===== config.mk =====
export PLATFORM = sky130hd
export DESIGN_NAME = bounded_double_ended_queue_core
export DESIGN_NICKNAME = d
export VERILOG_FILES = /design/src/rtl/bdq_pkg.sv /design/src/rtl/bdq_cell.sv /design/src/rtl/bdq_chain.sv /design/src/rtl/bounded_double_ended_queue_core.sv
export SDC_FILE = /design/constraint.sdc
export NUM_CORES = 2
export LEC_CHECK = 0
export BUFFER_PORTS_ARGS = -buffer_cell sky130_fd_sc_hd__buf_2
export CORE_MARGIN = 2
export CORE_UTILIZATION = 55
export DETAILED_ROUTE_END_ITERATION = 6
export GPL_TIMING_DRIVEN = 0
export PLACE_DENSITY = 0.72
export REMOVE_ABC_BUFFERS = 1
export SLEW_MARGIN = 20
export SYNTH_ARGS = -nofsm -noshare
export SYNTH_HDL_FRONTEND = slang
export SYNTH_SLANG_ARGS = --single-unit

===== constraint.sdc =====
create_clock -name clk_i -period 8.9 [get_ports clk_i]
set_clock_uncertainty 0.15 [all_clocks]
set_input_delay 0 -clock clk_i [delete_from_list [all_inputs] [get_ports clk_i]]
set_output_delay 0 -clock clk_i [all_outputs]
set_load 0.02 [all_outputs]

===== src/rtl/bdq_pkg.sv =====
// ----------------------------------------------------------------------------
// bdq_pkg
// Shared types and codes for the bounded double-ended queue.
// ----------------------------------------------------------------------------
`default_nettype none

package bdq_pkg;

  localparam int unsigned WordW  = 32;
  localparam int unsigned CountW = 5;
  localparam int unsigned CapW   = 5;

  typedef logic signed [WordW-1:0] word_t;

  typedef enum logic [1:0] {
    FUNC_PUSH_FRONT = 2'd0,
    FUNC_PUSH_BACK  = 2'd1,
    FUNC_POP_FRONT  = 2'd2,
    FUNC_POP_BACK   = 2'd3
  } func_e;

  typedef enum logic [1:0] {
    STATUS_OK    = 2'd0,
    STATUS_FULL  = 2'd1,
    STATUS_EMPTY = 2'd2
  } status_e;

  localparam word_t WordNone = '1;  // -1

  typedef struct packed {
    func_e func;
    word_t push_value;
  } deq_in_t;

  typedef struct packed {
    word_t              popped_value;
    status_e            status;
    word_t              front_value;
    word_t              rear_value;
    logic [CountW-1:0]  entry_count;
  } deq_out_t;

  // Per-beat control broadcast along one chain of cells.
  typedef struct packed {
    logic shr;     // shift toward higher index, cell 0 takes the push word
    logic shl;     // shift toward lower index
    logic ld_cnt;  // cell whose index equals the count takes the push word
  } cell_ctrl_t;

endpackage

`default_nettype wire


===== src/rtl/bdq_cell.sv =====
// ----------------------------------------------------------------------------
// bdq_cell
// One slot of a shifting chain; moves its word to a neighbor or loads anew.
// ----------------------------------------------------------------------------
`default_nettype none

module bdq_cell #(
  parameter int unsigned IDX = 0,
  parameter int unsigned CW  = 5
) (
  input  wire                  clk_i,
  input  bdq_pkg::cell_ctrl_t  ctrl_i,
  input  wire [CW-1:0]         count_i,
  input  bdq_pkg::word_t       push_i,
  input  bdq_pkg::word_t       left_i,
  input  bdq_pkg::word_t       right_i,
  output bdq_pkg::word_t       data_o,
  output bdq_pkg::word_t       next_o
);
  import bdq_pkg::*;

  word_t data_q, data_d;

  always_comb begin
    data_d = data_q;
    if (ctrl_i.ld_cnt && (count_i == CW'(IDX))) begin
      data_d = push_i;
    end else if (ctrl_i.shr) begin
      data_d = (IDX == 0) ? push_i : left_i;
    end else if (ctrl_i.shl) begin
      data_d = right_i;
    end
  end

  always_ff @(posedge clk_i) begin
    data_q <= data_d;
  end

  assign data_o = data_q;
  assign next_o = data_d;

endmodule

`default_nettype wire


===== src/rtl/bdq_chain.sv =====
// ----------------------------------------------------------------------------
// bdq_chain
// Row of DEPTH cells; cell 0 holds the end of the queue this chain faces.
// ----------------------------------------------------------------------------
`default_nettype none

module bdq_chain #(
  parameter int unsigned DEPTH = 16,
  parameter int unsigned CW    = 5
) (
  input  wire                  clk_i,
  input  bdq_pkg::cell_ctrl_t  ctrl_i,
  input  wire [CW-1:0]         count_i,
  input  bdq_pkg::word_t       push_i,
  output bdq_pkg::word_t       head_o,
  output bdq_pkg::word_t       head_next_o
);
  import bdq_pkg::*;

  word_t data  [DEPTH];
  word_t nexts [DEPTH];

  for (genvar i = 0; i < DEPTH; i++) begin : g_cell
    word_t left_w, right_w;
    if (i == 0) begin : g_first
      assign left_w = push_i;
    end else begin : g_mid_l
      assign left_w = data[i-1];
    end
    if (i == DEPTH - 1) begin : g_last
      assign right_w = WordNone;
    end else begin : g_mid_r
      assign right_w = data[i+1];
    end

    bdq_cell #(
      .IDX (i),
      .CW  (CW)
    ) u_cell (
      .clk_i   (clk_i),
      .ctrl_i  (ctrl_i),
      .count_i (count_i),
      .push_i  (push_i),
      .left_i  (left_w),
      .right_i (right_w),
      .data_o  (data[i]),
      .next_o  (nexts[i])
    );
  end

  assign head_o      = data[0];
  assign head_next_o = nexts[0];

endmodule

`default_nettype wire


===== src/rtl/bounded_double_ended_queue_core.sv =====
// ----------------------------------------------------------------------------
// bounded_double_ended_queue_core
// Output: the result is registered on the edge that accepts the input beat.
// Throughput: one operation per cycle unless out_stall_i holds a result;
//   cells update in parallel, so the chains set the pace, not any memory port.
// Reset: count cleared, capacity 16; cell contents are not reset.
// ----------------------------------------------------------------------------
`default_nettype none

module bounded_double_ended_queue_core #(
  parameter int unsigned DEPTH = 16
) (
  input  wire                    clk_i,
  input  wire                    rst_ni,
  // operation beats
  input  wire                    in_valid_i,
  output logic                   in_stall_o,
  input  bdq_pkg::deq_in_t       in_data_i,
  // result beats
  output logic                   out_valid_o,
  input  wire                    out_stall_i,
  output bdq_pkg::deq_out_t      out_data_o,
  // capacity register write
  input  wire                    cfg_valid_i,
  output logic                   cfg_ready_o,
  input  wire [bdq_pkg::CapW-1:0] cfg_data_i
);
  import bdq_pkg::*;

  // Count must hold DEPTH itself; compare width covers count and capacity.
  localparam int unsigned CW = $clog2(DEPTH + 1);
  localparam int unsigned MW = (CW > CapW) ? CW : CapW;

  // Two chains hold the same entries. The front chain keeps the front entry
  // in cell 0 and entry k in cell k; the rear chain keeps the rear entry in
  // cell 0 and the entries in reverse order. A push at one end shifts that
  // end's chain and drops the word into cell <count> of the other chain; a
  // pop shifts only its own chain, the other one just loses its last entry
  // through the count. Front and rear are then always at cell 0.

  logic [CW-1:0]   count_q, count_d;
  logic [CapW-1:0] cap_q;
  logic            out_valid_q;
  deq_out_t        out_q, out_d;

  logic            in_acc;
  logic            is_push;
  logic            full, empty;
  logic            op_ok;
  logic [MW-1:0]   cap_eff;
  cell_ctrl_t      f_ctrl, r_ctrl;
  word_t           f_head, f_head_d, r_head, r_head_d;

  // Config is taken at any time; the user writes it only while idle, which the block itself does not enforce.
  assign cfg_ready_o = 1'b1;

  // Output register parts the two sides: a new beat enters whenever the
  // result slot is empty or being drained this cycle.
  assign in_stall_o = out_valid_q & out_stall_i;
  assign in_acc     = in_valid_i & ~in_stall_o;

  assign is_push = (in_data_i.func == FUNC_PUSH_FRONT) ||
                   (in_data_i.func == FUNC_PUSH_BACK);

  // Capacity above DEPTH saturates; zero capacity means always full.
  assign cap_eff = (MW'(cap_q) > MW'(DEPTH)) ? MW'(DEPTH) : MW'(cap_q);
  assign full    = (MW'(count_q) >= cap_eff);
  assign empty   = (count_q == '0);
  assign op_ok   = is_push ? ~full : ~empty;

  // Chain controls
  always_comb begin
    f_ctrl = '0;
    r_ctrl = '0;
    if (in_acc && op_ok) begin
      case (in_data_i.func)
        FUNC_PUSH_FRONT: begin
          f_ctrl.shr    = 1'b1;
          r_ctrl.ld_cnt = 1'b1;
        end
        FUNC_PUSH_BACK: begin
          f_ctrl.ld_cnt = 1'b1;
          r_ctrl.shr    = 1'b1;
        end
        FUNC_POP_FRONT: begin
          f_ctrl.shl = 1'b1;
        end
        FUNC_POP_BACK: begin
          r_ctrl.shl = 1'b1;
        end
        default: begin
          f_ctrl = '0;
          r_ctrl = '0;
        end
      endcase
    end
  end

  always_comb begin
    count_d = count_q;
    if (in_acc && op_ok) begin
      count_d = is_push ? count_q + CW'(1) : count_q - CW'(1);
    end
  end

  bdq_chain #(
    .DEPTH (DEPTH),
    .CW    (CW)
  ) u_front (
    .clk_i       (clk_i),
    .ctrl_i      (f_ctrl),
    .count_i     (count_q),
    .push_i      (in_data_i.push_value),
    .head_o      (f_head),
    .head_next_o (f_head_d)
  );

  bdq_chain #(
    .DEPTH (DEPTH),
    .CW    (CW)
  ) u_rear (
    .clk_i       (clk_i),
    .ctrl_i      (r_ctrl),
    .count_i     (count_q),
    .push_i      (in_data_i.push_value),
    .head_o      (r_head),
    .head_next_o (r_head_d)
  );

  // Result beat: popped word is the pre-op head of the popped end, front and
  // rear are the post-op heads.
  always_comb begin
    out_d              = out_q;
    out_d.popped_value = WordNone;
    out_d.status       = STATUS_OK;
    if (!op_ok) begin
      out_d.status = is_push ? STATUS_FULL : STATUS_EMPTY;
    end else if (in_data_i.func == FUNC_POP_FRONT) begin
      out_d.popped_value = f_head;
    end else if (in_data_i.func == FUNC_POP_BACK) begin
      out_d.popped_value = r_head;
    end
    out_d.front_value = (count_d == '0) ? WordNone : f_head_d;
    out_d.rear_value  = (count_d == '0) ? WordNone : r_head_d;
    out_d.entry_count = CountW'(count_d);
  end

  always_ff @(posedge clk_i or negedge rst_ni) begin
    if (!rst_ni) begin
      count_q     <= '0;
      cap_q       <= CapW'(16);
      out_valid_q <= 1'b0;
    end else begin
      count_q <= count_d;
      if (cfg_valid_i && cfg_ready_o) begin
        cap_q <= cfg_data_i;
      end
      if (in_acc) begin
        out_valid_q <= 1'b1;
      end else if (!out_stall_i) begin
        out_valid_q <= 1'b0;
      end
    end
  end

  always_ff @(posedge clk_i) begin
    if (in_acc) begin
      out_q <= out_d;
    end
  end

  assign out_valid_o = out_valid_q;
  assign out_data_o  = out_q;

`ifndef SYNTH
  a_count_bound: assert property (@(posedge clk_i) disable iff (!rst_ni)
    MW'(count_q) <= MW'(DEPTH))
    else $error("entry count above DEPTH");

  a_refused_push_holds: assert property (@(posedge clk_i) disable iff (!rst_ni)
    (in_acc && is_push && full) |=> $stable(count_q))
    else $error("refused push changed the count");

  a_empty_pop_status: assert property (@(posedge clk_i) disable iff (!rst_ni)
    (in_acc && !is_push && empty) |=> (out_q.status == STATUS_EMPTY))
    else $error("pop on empty queue not flagged");

  a_count_matches_out: assert property (@(posedge clk_i) disable iff (!rst_ni)
    in_acc |=> (out_q.entry_count == CountW'(count_q)))
    else $error("reported count differs from held count");
`endif

endmodule

`default_nettype wire


==> metrics.md <==
| Metric | Value |
|---|---|
| Status | finished clean |
| Metal2 WL | 79.0 mm |
| Mux share of post-synthesis cell area | 0.185 |
| Die X-Extent | 327 um |
| FP Rows | ~120 |
| Post_cts resized | 0 |
| Cell area after synthesis | about 0.057 mm2 |
| Setup Total Neg Slack | 0 ns |
| Arr. time, crit path | around 5.2 ns |
| Worst setup EP type | flop |
| VDD IR max | 0.000157 V |
| Worst Tran Pin Value | 1.18 ns |
| Top_reg_cell synth | edfxtp_1 |
| Hold WC Path Type | primary input to flop |
| Finished Core Util | 0.640 |
| Max Clk Rate | 202 MHz |
| Tmin final | between 4 and 5 ns |
| Post-synthesis xor/xnor area fraction | 0.000917 |
| Die height | roughly 330 um |
| Post-synthesis compound-gate area fraction | 0.0819 |
| Vias in the first global route | 40800 |
| First-pass GRT wire length | 256 mm |
| Critical path peak fanout | 23 |
| # Max-Cap Violations | 0 |
| Post-synthesis simple-gate area fraction | 0.102 |
| Critical Path Start Type | flop |
| Max-slew headroom | 0.209 |
| Metal1 wirelength | 67.5 mm |
| Proportion of layout cells with a drive suffix above 1 | 0.120 |
| Antenna-violating nets left | 0 |
| Yosys warnings | 0 |
| Post-layout nets | 4989 |
| Worst EP required | 9.19 ns |
| Clock sinks | 1138 |
| Worst-path clk slew | 0.07 ns |
| DRC violations left | 0 |
| Layout Cells excl Fill | 6420 |
| PortBufs | 148 |
| Uppermost routed layer | met5 |
| Area grow syn2layout | 15.5% |
| Initial DRT Pass Iterations | 7 |
| CTS root buffer | clkbuf_16 |
| Critical path type | flop to flop |
| Worst skew pair latency | ~0.73 ns |
| Initial antenna violation count | 5 |
| Fin crit share | 0.557 |
| CTS buffer count | 118 |
| Vias per cell | 6.41 |
| Placed Instances | just over 6000 |
| Distinct cells, synth | 59 |
| Post-synth EDFFs | 1063 |
| Ys async rst share | 0.00967 |
| Routed WL | 173 mm |
| CTS tree | built |
| Core area | 0.103 mm2 |
| Total grt overflow | 0 |
| Fillers | 7617 |
| Post-synthesis sequential area ratio | 0.584 |
| CTS H-tree lvls | 3 |
| IO Pins | 150 |
| FF+latch count, synth | 1138 |
| Endpoints failing setup | 0 |
| Clock Path Buffers | 3 |
| Combinational family with the most area after synthesis | multiplexers |
| Starting Density | 0.554 |
| Adder-Cell Fraction of Synth Area | 0.00240 |
| Die ar. | between 0.1 and 0.15 mm2 |
| R2R Setup Slk | 3.95 ns |
| Syn avg cell area | 11.7 um2 |
| Routed wl met3 | 18.5 mm |
| Final hold violations | 0 |
| Via count | 41200 |
| RSZ-0062 raised after global routing | no |
| Largest net degree at the start of global routing | 62 |
| Cell area power density | 231 mW/mm2 |
| HPWL Detailed | 110 mm |
| Cell count after synthesis | just under 5000 |
| Slew Viols, Final | 0 |
| Total GRT Usage | 0.316 |
| Final GP Congestion | 0.828 |
| Initial drt markers | 4935 |
| Pleak | roughly 0.03 uW |
| WL/cell | 26.9 um |
synth_stat cells (4+ instances only):
library cell	n	share of area
nor2_1	551	0.036
inv_1	38	0.0025
buf_4	81	0.011
or2_1	46	0.0050
or2_2	22	0.0024
edfxtp_1	1063	0.56
mux2_2	4	0.00079
a31oi_1	131	0.014
nor2b_1	5	0.00055
buf_6	11	0.0022
o21ai_0	5	0.00044
dfrtp_1	10	0.0044
xnor2_1	4	0.00061
buf_2	134	0.012
a21oi_1	582	0.051
ha_1	11	0.0024
dfxtp_1	64	0.022
o211ai_1	7	0.00092
or3_1	4	0.00044
buf_1	47	0.0031
nand4_1	67	0.0073
nor3_1	164	0.014
o22a_1	64	0.0098
mux2i_1	1056	0.18
and4_1	5	0.00076
nand2_1	460	0.030
o2111ai_1	14	0.0021
nand2b_1	9	0.00098
clkbuf_1	197	0.013
power by group:
group	internal (uW)	switching [uW]	total (uW)
combinational	1190	2000	3180
sequential	6770	543	7310
clock	2700	2130	4830
total	10700	4670	15300
worst max-delay path, stage by stage, from the launching register on:
cell and delay [ns]:
dfrtp_1 0.58, ha_1 0.52, nand3_4 0.48, o21ai_4 0.85, buf_16 0.25, buf_16 0.18
buf_16 0.18, buf_16 0.20, buf_16 0.19, buf_16 0.19, buf_16 0.17, buf_16 0.18
buf_16 0.17, mux2i_1 0.23, mux2i_1 0.10
routing by layer:
| metal | vias to the layer above | GRT usage |
|---|---|---|
| li1 | 18100 | - |
| met5 | - | 0 |
| met2 | 2479 | 0.493 |
| met1 | 20000 | 0.419 |
| met4 | 2 | 0.140 |
| met3 | 511 | 0.0783 |
worst paths after layout:
kind / cells past startpoint / endpoint / start
max in group asynchronous: 3 / cap_q[1] / rst_ni
worst max-delay path: 14 / u_rear.g_cell[5].u_cell.data_o[30] / count_q[4]
worst min-delay path: 4 / out_valid_o / out_stall_i
worst max register to register: 14 / u_rear.g_cell[5].u_cell.data_o[30] / count_q[4]
min in group asynchronous: 3 / count_q[0] / rst_ni
worst min register to register: 1 / u_rear.g_cell[15].u_cell.data_o[19] / u_rear.g_cell[14].u_cell.data_o[19]
state kept, by name, indices dropped and copies added, names as in the netlist:
name and flops:
count_q 5, u_front.g_cell.u_cell.data_o 512, out_valid_o 1, cap_q 5, u_rear.g_cell.u_cell.data_o 512, out_data_o 103
metrics by stage:
stage                     total power (uW)  hold slack [ns]  cell area, um2  setup slack, ns
after global routing                 15800           0.0702           66200             3.81
after global placement               11200           -0.269           57400           -34.08
after detailed placement             10500           -0.265           61900             4.08
final                                15300           0.0294           66200             3.95
after CTS                            15200          0.00414           66200             4.07
after floorplan                       9840           -0.446           55000           -21.62
kinds of logic (layout without fill, tap and decap cells):
| group | Yosys count | count (layout) |
|---|---|---|
| buffers and inverters | 512 | 644 |
| DFF | 1138 | 1138 |
| AOI/OAI and AO/OA | 822 | 822 |
| adders and majority gates | 11 | 11 |
| xor gates and xnor gates | 6 | 6 |
| and+or+nand+nor | 1356 | 1356 |
| muxes | 1060 | 1060 |
| other | 1 | 3 |
layout by cell type, fill, tap and decap left out, types with 4 or more instances in the layout:
master and n:
mux2_2 4, buf_8 7, buf_4 30, nor2_1 550, nand2_1 424, buf_6 13, nand2_2 9, or2_2 23
clkinv_2 19, dfxtp_1 64, edfxtp_1 1063, mux2i_1 1056, clkbuf_16 123, nand2b_1 4, clkbuf_8 13, o211ai_1 7
clkbuf_1 50, dlygate4sd3_1 56, nor3_1 164, or2_1 44, a31oi_1 131, clkinv_1 12, or3_2 4, inv_1 38
a21oi_1 582, nor2b_1 4, xnor2_1 4, o22a_1 64, nand2_4 30, nand4_1 67, o21ai_0 5, buf_12 9
nand2b_2 4, ha_1 11, o2111ai_4 13, buf_2 147, dfrtp_1 10, and4_1 5, buf_16 118
repair_timing:
action                    in CTS  in global routing
setup buffers                  0                  0
hold endpoints to repair     922                  0
hold buffers                  56                  0
area by class of cell:
class                      instances  area, um2  area share
multi-input combinational       3256      21900       0.331
tap                             1380       1730      0.0261
timing repair buffer             380       5200      0.0786
clock inverter                    38        251     0.00380
inverter                          40        155     0.00234
clock buffer                     186       3440      0.0520
sequential                      1138      33500       0.506
antenna                            2       5.00   0.0000756
No activity file was read; power rests on OpenSTA's default activity.
